==> src/rtl/plqm_pkg.sv <==
// Shared types, constants and codes of the pooled linked queue manager
package plqm_pkg;

  // default pool and queue counts
  localparam int POOL_SIZE_DEF   = 32;
  localparam int QUEUE_COUNT_DEF = 8;

  // fixed field widths of the item ports
  localparam int REQ_W   = 3;
  localparam int QID_W   = 3;
  localparam int ENTRY_W = 5;

  // request codes
  typedef enum logic [REQ_W-1:0] {
    REQ_ALLOC   = 3'd0,
    REQ_FREE    = 3'd1,
    REQ_ENQUEUE = 3'd2,
    REQ_DEQUEUE = 3'd3,
    REQ_REMOVE  = 3'd4,
    REQ_PEEK    = 3'd5
  } req_e;

  // sequencer states
  typedef enum logic [2:0] {
    S_IDLE,
    S_EXEC,
    S_ENQ,
    S_HEAD,
    S_DQ2,
    S_WALK,
    S_UNLINK,
    S_HOLD
  } state_t;

  // read and write strobes of one memory
  typedef struct packed {
    logic rd;
    logic wr;
  } mem_ctl_t;

endpackage

==> src/rtl/pooled_linked_queue_manager.sv <==
// Alloc, free and rejected requests finish in S_EXEC; enqueue finishes in S_EXEC or S_ENQ,
// peek in S_HEAD, dequeue in S_HEAD or S_DQ2, and remove in S_WALK or S_UNLINK after a walk
// of at most one lap of the pool. One item is in flight at a time; the next is taken the cycle
// after the result is registered; a result that waits on a stall holds the sequencer in S_HOLD.
// Reset: synchronous; links and tails carry valid bits, so no clearing pass is needed
// and requests are taken as soon as reset is released.
module pooled_linked_queue_manager #(
  parameter int POOL_SIZE   = plqm_pkg::POOL_SIZE_DEF,
  parameter int QUEUE_COUNT = plqm_pkg::QUEUE_COUNT_DEF
) (
  input  logic                         clk,
  input  logic                         rst,
  input  logic                         req_valid,
  output logic                         req_stall,
  input  logic [plqm_pkg::REQ_W-1:0]   req_type,
  input  logic [plqm_pkg::QID_W-1:0]   queue_id,
  input  logic [plqm_pkg::ENTRY_W-1:0] entry_index,
  output logic                         res_valid,
  input  logic                         res_stall,
  output logic [plqm_pkg::ENTRY_W-1:0] result_entry,
  output logic                         success,
  output logic                         queue_empty
);
  import plqm_pkg::*;

  localparam int AW = $clog2(POOL_SIZE);
  localparam int PW = $clog2(POOL_SIZE + 1);
  localparam int QW = (QUEUE_COUNT > 1) ? $clog2(QUEUE_COUNT) : 1;

  mem_ctl_t      link_ctl, tail_ctl;
  logic [AW-1:0] link_rd_addr, link_wr_addr;
  logic [PW-1:0] link_wr_data, link_rd_data;
  logic [QW-1:0] tail_rd_addr, tail_wr_addr;
  logic [PW-1:0] tail_wr_data, tail_rd_data;

  // sequencer
  plqm_ctrl #(
    .POOL_SIZE   (POOL_SIZE),
    .QUEUE_COUNT (QUEUE_COUNT),
    .AW          (AW),
    .PW          (PW),
    .QW          (QW)
  ) u_ctrl (
    .clk          (clk),
    .rst          (rst),
    .req_valid    (req_valid),
    .req_stall    (req_stall),
    .req_type     (req_type),
    .queue_id     (queue_id),
    .entry_index  (entry_index),
    .res_valid    (res_valid),
    .res_stall    (res_stall),
    .result_entry (result_entry),
    .success      (success),
    .queue_empty  (queue_empty),
    .link_ctl     (link_ctl),
    .link_rd_addr (link_rd_addr),
    .link_wr_addr (link_wr_addr),
    .link_wr_data (link_wr_data),
    .link_rd_data (link_rd_data),
    .tail_ctl     (tail_ctl),
    .tail_rd_addr (tail_rd_addr),
    .tail_wr_addr (tail_wr_addr),
    .tail_wr_data (tail_wr_data),
    .tail_rd_data (tail_rd_data)
  );

  // next pointers of the pool
  plqm_link_mem #(
    .POOL_SIZE (POOL_SIZE),
    .AW        (AW),
    .PW        (PW)
  ) u_link_mem (
    .clk     (clk),
    .rst     (rst),
    .ctl     (link_ctl),
    .rd_addr (link_rd_addr),
    .wr_addr (link_wr_addr),
    .wr_data (link_wr_data),
    .rd_data (link_rd_data)
  );

  // queue tails
  plqm_tail_mem #(
    .QUEUE_COUNT (QUEUE_COUNT),
    .POOL_SIZE   (POOL_SIZE),
    .QW          (QW),
    .PW          (PW)
  ) u_tail_mem (
    .clk     (clk),
    .rst     (rst),
    .ctl     (tail_ctl),
    .rd_addr (tail_rd_addr),
    .wr_addr (tail_wr_addr),
    .wr_data (tail_wr_data),
    .rd_data (tail_rd_data)
  );

endmodule

==> src/rtl/plqm_link_mem.sv <==
// Next-pointer memory with per-entry valid bits standing in for the chained reset
module plqm_link_mem #(
  parameter int POOL_SIZE = 32,
  parameter int AW        = 5,
  parameter int PW        = 6
) (
  input  logic               clk,
  input  logic               rst,
  input  plqm_pkg::mem_ctl_t ctl,
  input  logic [AW-1:0]      rd_addr,
  input  logic [AW-1:0]      wr_addr,
  input  logic [PW-1:0]      wr_data,
  output logic [PW-1:0]      rd_data
);
  import plqm_pkg::*;

  logic [PW-1:0]        mem [POOL_SIZE];
  logic [POOL_SIZE-1:0] vld;

  // storage, no reset
  always_ff @(posedge clk) begin
    if (ctl.wr) begin
      mem[wr_addr] <= wr_data;
    end
  end

  // valid bits, cleared by reset
  always_ff @(posedge clk) begin
    if (rst) begin
      vld <= '0;
    end else if (ctl.wr) begin
      vld[wr_addr] <= 1'b1;
    end
  end

  // registered read, read-first; unwritten entries link to their successor
  always_ff @(posedge clk) begin
    if (ctl.rd) begin
      rd_data <= vld[rd_addr] ? mem[rd_addr] : PW'(rd_addr) + PW'(1);
    end
  end

endmodule

==> src/rtl/plqm_tail_mem.sv <==
// Queue tail memory with per-queue valid bits, unwritten tails read as null
module plqm_tail_mem #(
  parameter int QUEUE_COUNT = 8,
  parameter int POOL_SIZE   = 32,
  parameter int QW          = 3,
  parameter int PW          = 6
) (
  input  logic               clk,
  input  logic               rst,
  input  plqm_pkg::mem_ctl_t ctl,
  input  logic [QW-1:0]      rd_addr,
  input  logic [QW-1:0]      wr_addr,
  input  logic [PW-1:0]      wr_data,
  output logic [PW-1:0]      rd_data
);
  import plqm_pkg::*;

  localparam logic [PW-1:0] NIL = PW'(POOL_SIZE);

  logic [PW-1:0]          mem [QUEUE_COUNT];
  logic [QUEUE_COUNT-1:0] vld;

  // storage, no reset
  always_ff @(posedge clk) begin
    if (ctl.wr) begin
      mem[wr_addr] <= wr_data;
    end
  end

  // valid bits, cleared by reset
  always_ff @(posedge clk) begin
    if (rst) begin
      vld <= '0;
    end else if (ctl.wr) begin
      vld[wr_addr] <= 1'b1;
    end
  end

  // registered read, read-first
  always_ff @(posedge clk) begin
    if (ctl.rd) begin
      rd_data <= vld[rd_addr] ? mem[rd_addr] : NIL;
    end
  end

endmodule

==> src/rtl/plqm_ctrl.sv <==
// Request sequencer: pointer read-modify-write over the link and tail memories
module plqm_ctrl #(
  parameter int POOL_SIZE   = 32,
  parameter int QUEUE_COUNT = 8,
  parameter int AW          = 5,
  parameter int PW          = 6,
  parameter int QW          = 3
) (
  input  logic                         clk,
  input  logic                         rst,
  input  logic                         req_valid,
  output logic                         req_stall,
  input  logic [plqm_pkg::REQ_W-1:0]   req_type,
  input  logic [plqm_pkg::QID_W-1:0]   queue_id,
  input  logic [plqm_pkg::ENTRY_W-1:0] entry_index,
  output logic                         res_valid,
  input  logic                         res_stall,
  output logic [plqm_pkg::ENTRY_W-1:0] result_entry,
  output logic                         success,
  output logic                         queue_empty,
  output plqm_pkg::mem_ctl_t           link_ctl,
  output logic [AW-1:0]                link_rd_addr,
  output logic [AW-1:0]                link_wr_addr,
  output logic [PW-1:0]                link_wr_data,
  input  logic [PW-1:0]                link_rd_data,
  output plqm_pkg::mem_ctl_t           tail_ctl,
  output logic [QW-1:0]                tail_rd_addr,
  output logic [QW-1:0]                tail_wr_addr,
  output logic [PW-1:0]                tail_wr_data,
  input  logic [PW-1:0]                tail_rd_data
);
  import plqm_pkg::*;

  localparam logic [PW-1:0] NIL       = PW'(POOL_SIZE);
  localparam logic [AW-1:0] LAST_STEP = AW'(POOL_SIZE - 1);

  state_t state, state_next;

  // latched request
  req_e               op;
  logic [QID_W-1:0]   qid;
  logic [ENTRY_W-1:0] ent;

  // pointer registers
  logic [PW-1:0] free_head, free_head_next;
  logic [PW-1:0] tail;
  logic [PW-1:0] prev, prev_next;
  logic [PW-1:0] cur, cur_next;
  logic [AW-1:0] steps, steps_next;

  // held result when the output register is still occupied
  logic [ENTRY_W-1:0] pend_res;
  logic               pend_ok, pend_empty;

  // finishing values
  logic               done;
  logic [ENTRY_W-1:0] fin_res;
  logic               fin_ok, fin_empty;

  logic          accept, slot_free, load_fin, load_pend;
  logic          q_ok, p_ok, t_nil;
  logic [PW-1:0] p_ptr, t_now, ring;

  // shared conditions
  assign accept    = req_valid && !req_stall;
  assign slot_free = !res_valid || !res_stall;
  assign q_ok      = 32'(qid) < QUEUE_COUNT;
  assign p_ok      = 32'(ent) < POOL_SIZE;
  assign p_ptr     = PW'(ent);
  assign t_now     = (state == S_EXEC) ? tail_rd_data : tail;
  assign t_nil     = (t_now == NIL);
  assign ring      = (link_rd_data == NIL) ? t_now : link_rd_data;
  assign req_stall = (state != S_IDLE);
  assign load_fin  = done && slot_free;
  assign load_pend = (state == S_HOLD) && slot_free;

  // next state
  always_comb begin
    state_next = state;
    if (done) begin
      state_next = slot_free ? S_IDLE : S_HOLD;
    end else begin
      case (state)
        S_IDLE: begin
          if (accept) state_next = S_EXEC;
        end
        S_EXEC: begin
          case (op)
            REQ_ENQUEUE:             state_next = S_ENQ;
            REQ_DEQUEUE, REQ_PEEK:   state_next = S_HEAD;
            REQ_REMOVE:              state_next = S_WALK;
            default:                 state_next = S_IDLE;
          endcase
        end
        S_HEAD:  state_next = S_DQ2;
        S_WALK: begin
          state_next = (ring == p_ptr) ? S_UNLINK : S_WALK;
        end
        S_HOLD: begin
          if (slot_free) state_next = S_IDLE;
        end
        default: state_next = S_IDLE;
      endcase
    end
  end

  // memory commands, result and pointer updates
  always_comb begin
    link_ctl       = '0;
    link_rd_addr   = '0;
    link_wr_addr   = '0;
    link_wr_data   = '0;
    tail_ctl       = '0;
    tail_rd_addr   = QW'(queue_id);
    tail_wr_addr   = QW'(qid);
    tail_wr_data   = '0;
    done           = 1'b0;
    fin_res        = '0;
    fin_ok         = 1'b0;
    fin_empty      = 1'b0;
    free_head_next = free_head;
    prev_next      = prev;
    cur_next       = cur;
    steps_next     = steps;
    case (state)
      S_IDLE: begin
        // fetch the tail and the free-list successor up front
        tail_ctl.rd  = accept;
        link_ctl.rd  = accept;
        link_rd_addr = AW'(free_head);
      end
      S_EXEC: begin
        case (op)
          REQ_ALLOC: begin
            done = 1'b1;
            if (free_head != NIL) begin
              free_head_next = link_rd_data;
              link_ctl.wr    = 1'b1;
              link_wr_addr   = AW'(free_head);
              link_wr_data   = NIL;
              fin_res        = ENTRY_W'(free_head);
              fin_ok         = 1'b1;
            end
          end
          REQ_FREE: begin
            done = 1'b1;
            if (p_ok) begin
              link_ctl.wr    = 1'b1;
              link_wr_addr   = AW'(p_ptr);
              link_wr_data   = free_head;
              free_head_next = p_ptr;
              fin_ok         = 1'b1;
            end
          end
          REQ_ENQUEUE: begin
            if (!q_ok) begin
              done      = 1'b1;
              fin_empty = 1'b1;
            end else if (!p_ok) begin
              done      = 1'b1;
              fin_empty = t_nil;
            end else if (t_nil) begin
              // first entry closes the ring on itself
              done         = 1'b1;
              link_ctl.wr  = 1'b1;
              link_wr_addr = AW'(p_ptr);
              link_wr_data = p_ptr;
              tail_ctl.wr  = 1'b1;
              tail_wr_data = p_ptr;
              fin_ok       = 1'b1;
            end else begin
              // read old head link and point the tail at the new entry
              link_ctl.rd  = 1'b1;
              link_rd_addr = AW'(t_now);
              link_ctl.wr  = 1'b1;
              link_wr_addr = AW'(t_now);
              link_wr_data = p_ptr;
            end
          end
          REQ_DEQUEUE, REQ_PEEK: begin
            if (!q_ok || t_nil) begin
              done      = 1'b1;
              fin_empty = 1'b1;
            end else begin
              link_ctl.rd  = 1'b1;
              link_rd_addr = AW'(t_now);
            end
          end
          REQ_REMOVE: begin
            if (!q_ok || t_nil) begin
              done      = 1'b1;
              fin_empty = 1'b1;
            end else if (!p_ok) begin
              done = 1'b1;
            end else begin
              link_ctl.rd  = 1'b1;
              link_rd_addr = AW'(t_now);
              prev_next    = t_now;
              steps_next   = '0;
            end
          end
          default: begin
            done = 1'b1;
          end
        endcase
      end
      S_ENQ: begin
        // new entry takes over the old head, unless it is the tail itself
        done = 1'b1;
        if (p_ptr != tail) begin
          link_ctl.wr  = 1'b1;
          link_wr_addr = AW'(p_ptr);
          link_wr_data = ring;
        end
        tail_ctl.wr  = 1'b1;
        tail_wr_data = p_ptr;
        fin_ok       = 1'b1;
      end
      S_HEAD: begin
        if (op == REQ_PEEK) begin
          done    = 1'b1;
          fin_res = ENTRY_W'(ring);
          fin_ok  = 1'b1;
        end else if (ring == tail) begin
          // single entry leaves
          done         = 1'b1;
          tail_ctl.wr  = 1'b1;
          tail_wr_data = NIL;
          fin_res      = ENTRY_W'(ring);
          fin_ok       = 1'b1;
          fin_empty    = 1'b1;
        end else begin
          link_ctl.rd  = 1'b1;
          link_rd_addr = AW'(ring);
          cur_next     = ring;
        end
      end
      S_DQ2: begin
        done         = 1'b1;
        link_ctl.wr  = 1'b1;
        link_wr_addr = AW'(tail);
        link_wr_data = ring;
        fin_res      = ENTRY_W'(cur);
        fin_ok       = 1'b1;
      end
      S_WALK: begin
        if (ring == p_ptr) begin
          // found: clear its link and, unless it is the only entry, read its successor in the same cycle
          link_ctl.wr  = 1'b1;
          link_wr_addr = AW'(p_ptr);
          link_wr_data = NIL;
          if (ring == prev) begin
            done         = 1'b1;
            tail_ctl.wr  = 1'b1;
            tail_wr_data = NIL;
            fin_res      = ent;
            fin_ok       = 1'b1;
            fin_empty    = 1'b1;
          end else begin
            link_ctl.rd  = 1'b1;
            link_rd_addr = AW'(ring);
            cur_next     = ring;
          end
        end else if (ring == tail || steps == LAST_STEP) begin
          done = 1'b1;
        end else begin
          link_ctl.rd  = 1'b1;
          link_rd_addr = AW'(ring);
          prev_next    = ring;
          steps_next   = steps + AW'(1);
        end
      end
      S_UNLINK: begin
        done         = 1'b1;
        link_ctl.wr  = 1'b1;
        link_wr_addr = AW'(prev);
        link_wr_data = ring;
        if (cur == tail) begin
          tail_ctl.wr  = 1'b1;
          tail_wr_data = prev;
        end
        fin_res = ent;
        fin_ok  = 1'b1;
      end
      default: begin
      end
    endcase
  end

  // control registers
  always_ff @(posedge clk) begin
    if (rst) begin
      state     <= S_IDLE;
      free_head <= '0;
      res_valid <= 1'b0;
    end else begin
      state     <= state_next;
      free_head <= free_head_next;
      if (load_fin || load_pend) begin
        res_valid <= 1'b1;
      end else if (!res_stall) begin
        res_valid <= 1'b0;
      end
    end
  end

  // payload registers
  always_ff @(posedge clk) begin
    if (accept) begin
      op  <= req_e'(req_type);
      qid <= queue_id;
      ent <= entry_index;
    end
    if (state == S_EXEC) begin
      tail <= tail_rd_data;
    end
    prev  <= prev_next;
    cur   <= cur_next;
    steps <= steps_next;
    if (load_fin) begin
      result_entry <= fin_res;
      success      <= fin_ok;
      queue_empty  <= fin_empty;
    end else if (load_pend) begin
      result_entry <= pend_res;
      success      <= pend_ok;
      queue_empty  <= pend_empty;
    end
    if (done && !slot_free) begin
      pend_res   <= fin_res;
      pend_ok    <= fin_ok;
      pend_empty <= fin_empty;
    end
  end

endmodule

==> config.mk <==
export PLATFORM = sky130hd
export DESIGN_NAME = pooled_linked_queue_manager
export DESIGN_NICKNAME = d
export VERILOG_FILES = /design/src/rtl/plqm_pkg.sv /design/src/rtl/pooled_linked_queue_manager.sv /design/src/rtl/plqm_link_mem.sv /design/src/rtl/plqm_tail_mem.sv /design/src/rtl/plqm_ctrl.sv
export SDC_FILE = /design/constraint.sdc
export NUM_CORES = 1
export LEC_CHECK = 0
export BUFFER_PORTS_ARGS = -buffer_cell sky130_fd_sc_hd__buf_4
export CAP_MARGIN = 40
export CORE_ASPECT_RATIO = 0.7
export CORE_MARGIN = 2
export CORE_UTILIZATION = 60
export DETAILED_ROUTE_END_ITERATION = 12
export MAX_ROUTING_LAYER = met4
export PLACE_DENSITY = 0.76
export REMOVE_ABC_BUFFERS = 1
export SKIP_CTS_REPAIR_TIMING = 1
export SYNTH_ARGS = -nofsm -noshare
export SYNTH_HDL_FRONTEND = slang
export SYNTH_SLANG_ARGS = --single-unit
==> constraint.sdc <==
create_clock -name clk -period 4.9 [get_ports clk]
set_input_delay 0.49 -clock clk [delete_from_list [all_inputs] [get_ports clk]]
set_output_delay 0.49 -clock clk [all_outputs]
set_load 0.01 [all_outputs]
## Word level (Yosys, flattened, before mapping)

Memories as Yosys holds them, arrays and structs flattened. A register that Yosys moved wholly into a read port is not among the register bits.
Cells that the tools add are included.

| word-level totals | value |
|---|---|
| register bits | 104 |
| memory bits (writable) | 240 |
| bits of input ports | 15 |
| output and inout port bits | 9 |
| word-level logic and storage cells | 206 |
| memories | 2 |

| cells by class | value |
|---|---|
| add/subtract/negate cells | 2 |
| magnitude comparators | 6 |
| eq/ne operators | 33 |
| multiplexer cells | 111 |
| bitwise gates (word level) | 2 |
| reductions and logical operators | 31 |

Memory list:

| name | depth | width | rd ports | clocked after Yosys merged registers in | wr ports | line | RTL |
|---|---|---|---|---|---|---|---|
| u_link_mem.mem | 32 | 6 | 1 | 0 | 1 | plqm_link_mem.sv:17 | `logic [PW-1:0] mem [POOL_SIZE];` |
| u_tail_mem.mem | 8 | 6 | 1 | 1 | 1 | plqm_tail_mem.sv:20 | `logic [PW-1:0] mem [QUEUE_COUNT];` |

Operators by type and width:

| operator | number |
|---|---|
| $mux W6 | 21 |
| $mux W5 | 23 |
| $pmux W5 S5 | 2 |
| $mux W1 | 37 |
| $pmux W6 S2 | 3 |
| $or A32 B32 Y32 | 1 |
| $pmux W6 S5 | 1 |
| $pmux W6 S4 | 1 |
| $pmux W5 S4 | 1 |
| $eq A3 B3 Y1 const B | 6 |
| $eq A6 B6 Y1 | 3 |
| $pmux W6 S3 | 1 |
| $pmux W1 S4 | 4 |
| $pmux W3 S5 | 1 |
| $pmux W5 S3 | 1 |
| $ne A2 B2 Y1 const B | 7 |
| $eq A3 B2 Y1 const B | 4 |
| $eq A6 B6 Y1 const B | 2 |
| $lt A5 B6 Y1 const B | 2 |
| $mux W3 | 4 |
| $pmux W5 S2 | 1 |
| $reduce_and A5 Y1 | 2 |
| $pmux W3 S3 | 1 |
| $lt A3 B4 Y1 const B | 2 |
| 31 further kinds | 54 |

## Logic depth before layout (Yosys ltp)

| depth | value |
|---|---|
| depth after elaboration | 11 |
| depth in mapped cells | 20 |
| gate-level depth less buffers | 15 |

## Modules after synthesis

A second synthesis with hierarchy kept.

| unflattened totals | value |
|---|---|
| cell total of the unflattened synthesis | 1,062 |
| area, all modules | 15,381.0 sq um |

Modules (own cells, without submodules):

| module | instances | cells each | area each (sq um) |
|---|---|---|---|
| plqm_link_mem | 1 | 515 | 9,034.9 |
| plqm_ctrl | 1 | 431 | 3,963.8 |
| plqm_tail_mem | 1 | 116 | 2,382.3 |

## Least setup slack after synthesis

Ideal clock, no wire load.

| timing | value |
|---|---|
| kind | register -> register |
| from | register u_link_mem.rd_data[1] |
| to | register u_link_mem.rd_data[4], data pin |
| data arrival time | 4.011 ns |
| data required time | 4.644 ns |
| setup slack | 0.633 ns |
| cell stages (with the launch flop) | 18 |
| buffers on the path | 5 |
| clock period less this slack | 4.267 ns |
| cells stage by stage | edfxtp_1 buf_2 or4b_2 o41ai_1 a222oi_1 and4_1 a211oi_1 a311o_1 nor2_4 inv_2 buf_6 buf_6 clkbuf_1 buf_1 ha_1 nand3_1 mux2_1 o211a_1 |

| on the way | value |
|---|---|
| word-level cells in the longest chain between the ends | 10 |

RTL lines:

| element | line | RTL |
|---|---|---|
| start, declared | plqm_link_mem.sv:13 | `output logic [PW-1:0] rd_data` |
| start signal, assigned | plqm_link_mem.sv:39 | `rd_data <= vld[rd_addr] ? mem[rd_addr] : PW'(rd_addr) + PW'(1);` |
| $eq A6 B6 Y1 | plqm_ctrl.sv:72 | `assign ring = (link_rd_data == NIL) ? t_now : link_rd_data;` |
| $mux W6 (*) | plqm_ctrl.sv:72 |  |
| $eq A6 B6 Y1 | plqm_ctrl.sv:224, plqm_ctrl.sv:264 |  |
| $logic_or A1 B1 Y1 | plqm_ctrl.sv:264 | `end else if (ring == tail \|\| steps == LAST_STEP) begin` |
| $mux W5 | plqm_ctrl.sv:264 |  |
| $mux W5 | plqm_ctrl.sv:247 | `if (ring == p_ptr) begin` |
| $pmux W5 S4 (*) | plqm_ctrl.sv:125 | `case (state)` |
| $bmux W1 S5 | plqm_link_mem.sv:39 |  |
| $mux W1 (not written as such) | plqm_link_mem.sv:39 |  |
| $mux W6 (*) | plqm_link_mem.sv:39 |  |

Every way passes the cells marked *; elsewhere a longest branch is shown, timed or not. The select of a mux whose other input is x is not followed.
A chain may end at the register's enable or synchronous reset.

## Worst setup path after layout

| timing | value |
|---|---|
| from | register u_ctrl.state[2] |
| to | register u_link_mem.rd_data[4], data pin |

| on the way | value |
|---|---|
| word-level cells in the longest chain between the ends | 11 |

RTL lines:

| element | line | RTL |
|---|---|---|
| start, declared | plqm_ctrl.sv:37 | `state_t state, state_next;` |
| start signal, assigned | plqm_ctrl.sv:297 | `state <= state_next;` |
| $eq A3 B1 Y1 | plqm_ctrl.sv:70, plqm_ctrl.sv:125 |  |
| $mux W6 | -- |  |
| $mux W6 | plqm_ctrl.sv:72 |  |
| $eq A6 B6 Y1 | plqm_ctrl.sv:224, plqm_ctrl.sv:264 |  |
| $logic_or A1 B1 Y1 | plqm_ctrl.sv:264 |  |
| $mux W5 | plqm_ctrl.sv:264 |  |
| $mux W5 | plqm_ctrl.sv:247 |  |
| $pmux W5 S4 (*) | plqm_ctrl.sv:125 |  |
| $bmux W1 S5 | plqm_link_mem.sv:39 |  |
| $mux W1 (not written as such) | plqm_link_mem.sv:39 |  |
| $mux W6 (*) | plqm_link_mem.sv:39 |  |

Marked as above.

==> results.cfg <==
[clocking]
clock-sinks = 350
cts_tree = yes
cts-root-buf = clkbuf_16
clk_pin_slew_ns = 0.07
cts_made_buffers = 34
insertion_delay_ns = 0.53
cts_max_path_buffers = 3
htreeDepth = 2

[synth]
async_flop_share_pct = 0
synth-seq-cells = 350
synth-xor-area-share_pct = 1.02
syn_area_per_cell_um2 = 12.0
synthAdderAreaFrac_pct = 0.243
seq_area_frac_synth_pct = 64.5
synth_mux_area_share_pct = 4.76
synthDistinctLibCells = 84
netlist_area_um2 = 15400
synth_top_family_by_area = simple AND/OR/NAND/NOR gates
yosys.area_share.simple_pct = 16.1
ys.flop_type = edfxtp_1
yosysWarnings = 0
synth_compound_area_share_pct = 10.7
synth_edf_count = 294
syn-instance-count = 1284

[detailed_routing]
via_per_inst = 6.50
wl_per_cell_um = 24.6
ant_nets = 0
vias = 11300
routed_wl_um = 42600
dr.pass1.iters = 10
drc = 0
detail_route.iter0.violations = 1597

[placement]
dp_hpwl_um = 28900
io_buffers = 23
gp_congestion = 1.02
postPlaceCellArea_um2 = 16600

[hold_path]
min_path_type = in -> reg

[run]
max-cap-violations = 0

[die]
die_w_um = 196
core-area_um2 = 25400
rows = 49
start_util_pct = 60.6
die_y_um = 138
die-area_um2 = 27000
ios = 24

[sta]
worstMarginPinSlew_ns = 0.898
hold_viol = 0
holdWs_ns = 0.136
post-route-period-util_pct = 94.8
drv_slew = 0
rsz0062_at_grt = no
finalSetupTns_ns = 0
finClkSkew_ns = 0.0187
min_period_ns = 4.65
fmax_ghz = 0.215
slew_headroom_pct = 39.7
setup_viol = 0

[layout]
drive_above_1_share_pct = 19.4
diodes = 0
stdcell_area_um2 = 17900
syn2layout_area_growth_pct = 16.1
nets = 1398

[global_route]
antenna_found_initial = 0
grt_pass1_vias = 10800
grt_pass1_wl_um = 64700
grt_start_max_net_pins = 62
grt_usage_pct = 32.9
grt_overflow = 0

[critical_path]
cp.required_ns = 5.18
arrival_ns = 4.93
critPathKind = reg -> reg
crit_fanout = 20
crit_path_end_kind = flop
cp-start-kind = flop

[power_and_ir_drop]
p_per_area_nw_per_um2 = 592
peakVddDrop_mv = 0.393
power.leakage_uw = 0.00635

[run_status]
status = finished, final reports clean
-- cell usage after synthesis (3+ instances only) --
| cell type | n | area, um2 |
|---|---|---|
| a32oi_1 | 6 | 52.6 |
| buf_1 | 10 | 37.5 |
| o21ba_2 | 14 | 140 |
| nand3_1 | 77 | 385 |
| and3_1 | 7 | 43.8 |
| edfxtp_1 | 294 | 8830 |
| inv_1 | 19 | 71.3 |
| a21o_1 | 4 | 30.0 |
| o211ai_1 | 6 | 45.0 |
| mux2_2 | 10 | 113 |
| nor2b_1 | 16 | 100 |
| mux2i_1 | 28 | 280 |
| a32o_1 | 4 | 40.0 |
| nand4_1 | 22 | 138 |
| a21oi_1 | 31 | 155 |
| nor4_1 | 3 | 18.8 |
| ha_1 | 3 | 37.5 |
| a21boi_0 | 5 | 37.5 |
| nand2b_1 | 19 | 119 |
| a222oi_1 | 9 | 90.1 |
| nor3_1 | 19 | 95.1 |
| a22oi_1 | 11 | 82.6 |
| nand2_1 | 214 | 803 |
| o22ai_1 | 13 | 81.3 |
| or2_2 | 8 | 50.1 |
| a211oi_1 | 11 | 82.6 |
| o21a_1 | 7 | 52.6 |
| clkbuf_1 | 44 | 165 |
| buf_6 | 3 | 33.8 |
| a31oi_1 | 19 | 119 |
| a22o_1 | 11 | 96.3 |
| nor2_1 | 133 | 499 |
| dfxtp_1 | 56 | 1120 |
| o21ai_0 | 26 | 130 |
| xor2_1 | 5 | 43.8 |
| mux4_2 | 14 | 315 |
| xnor2_1 | 13 | 114 |
| nand3b_1 | 7 | 52.6 |
| a221oi_1 | 6 | 52.6 |
| buf_2 | 16 | 80.1 |
-- stage by stage --
stage | setup WS (ns) | total power [uW] | util [%] | std cells
final | 0.254 | 10600 | 70.3 | 1736
after floorplan | -1.80 | 6040 | - | 1210
after global routing | 0.00509 | 11000 | 70.3 | 1736
after CTS | 0.188 | 10400 | 70.1 | 1733
after global placement | 0.120 | 7560 | 65.1 | 1666
after detailed placement | 0.229 | 7660 | 65.4 | 1672
-- placed cells by master, fill, tap and decap left out, types with 12 or more instances in the layout --
cell	Yosys	routed
edfxtp_1	294	294
nand2_1	214	214
nor2_1	133	133
buf_4	1	124
nand3_1	77	77
dfxtp_1	56	56
clkbuf_16	0	35
a21oi_1	31	30
mux2i_1	28	28
o21ai_0	26	25
nand4_1	22	22
nor3_1	19	19
nand2b_1	19	19
inv_1	19	19
a31oi_1	19	19
nor2b_1	16	14
mux4_2	14	14
o21ba_2	14	14
xnor2_1	13	12
-- worst max-delay path, stage by stage (launching register included) --
cell	delay (ns)
dfxtp_1	0.34
or3b_1	0.45
buf_4	0.24
a221oi_1	0.50
nor3_1	0.12
nor4_2	0.30
nand4_2	0.19
buf_4	0.20
a2bb2oi_2	0.43
o21ai_2	0.13
nor2b_2	0.23
buf_12	0.21
a32o_1	0.18
a21oi_1	0.06
a211oi_2	0.28
mux2_1	0.35
o211a_1	0.21
-- power breakdown --
part | switching, uW | internal [uW] | leakage [uW]
clock | 1150 | 1650 | 0.000572
combinational | 2430 | 1280 | 0.00262
sequential | 260 | 3820 | 0.00316
total | 3840 | 6750 | 0.00635
-- layout make-up --
type                       instances  area, um2
fill                            1797       7550
clock inverter                    23        287
sequential                       350       9950
tap                              331        414
multi-input combinational        839       5180
inverter                          21       80.1
timing repair buffer             134       1090
clock buffer                      38        897
-- sequential cells by signal, summed over array words and instances (netlist names), 8 cells and up --
signal / cells
u_tail_mem.vld: 8
u_tail_mem.mem: 48
u_link_mem.mem: 192
u_link_mem.vld: 32
-- kinds of logic (layout without fill, tap and decap cells) --
| kind of cell | count (synthesis) | in the layout |
|---|---|---|
| adder cells (fa/ha/maj) | 3 | 3 |
| buffers and inverters | 95 | 216 |
| flip-flops | 350 | 350 |
| XOR/XNOR | 18 | 18 |
| AND/OR/NAND/NOR | 545 | 545 |
| multiplexers | 54 | 54 |
| AO/OA/AOI/OAI | 219 | 219 |
-- layer usage --
metal  wire, um  GRT usage [%]
met3       5650           10.7
met4        884           8.96
met1      18600           49.0
met2      17500           43.1
met5          0              -
-- final timing paths --
kind | cells after the start | slack [ns] | from | to
setup / recovery | 16 | 0.25 | u_ctrl.state[2]$_SDFFE_PP0P_ | u_link_mem.rd_data[4]$_DFFE_PP_
setup reg to reg | 16 | 0.25 | u_ctrl.state[2]$_SDFFE_PP0P_ | u_link_mem.rd_data[4]$_DFFE_PP_
hold reg to reg | 2 | 0.47 | u_tail_mem.vld[2]$_SDFFE_PP0P_ | u_tail_mem.vld[2]$_SDFFE_PP0P_
hold / removal | 1 | 0.14 | entry_index[0] | u_ctrl.ent[0]$_DFFE_PP_
No activity file was read; power rests on OpenSTA's default activity.
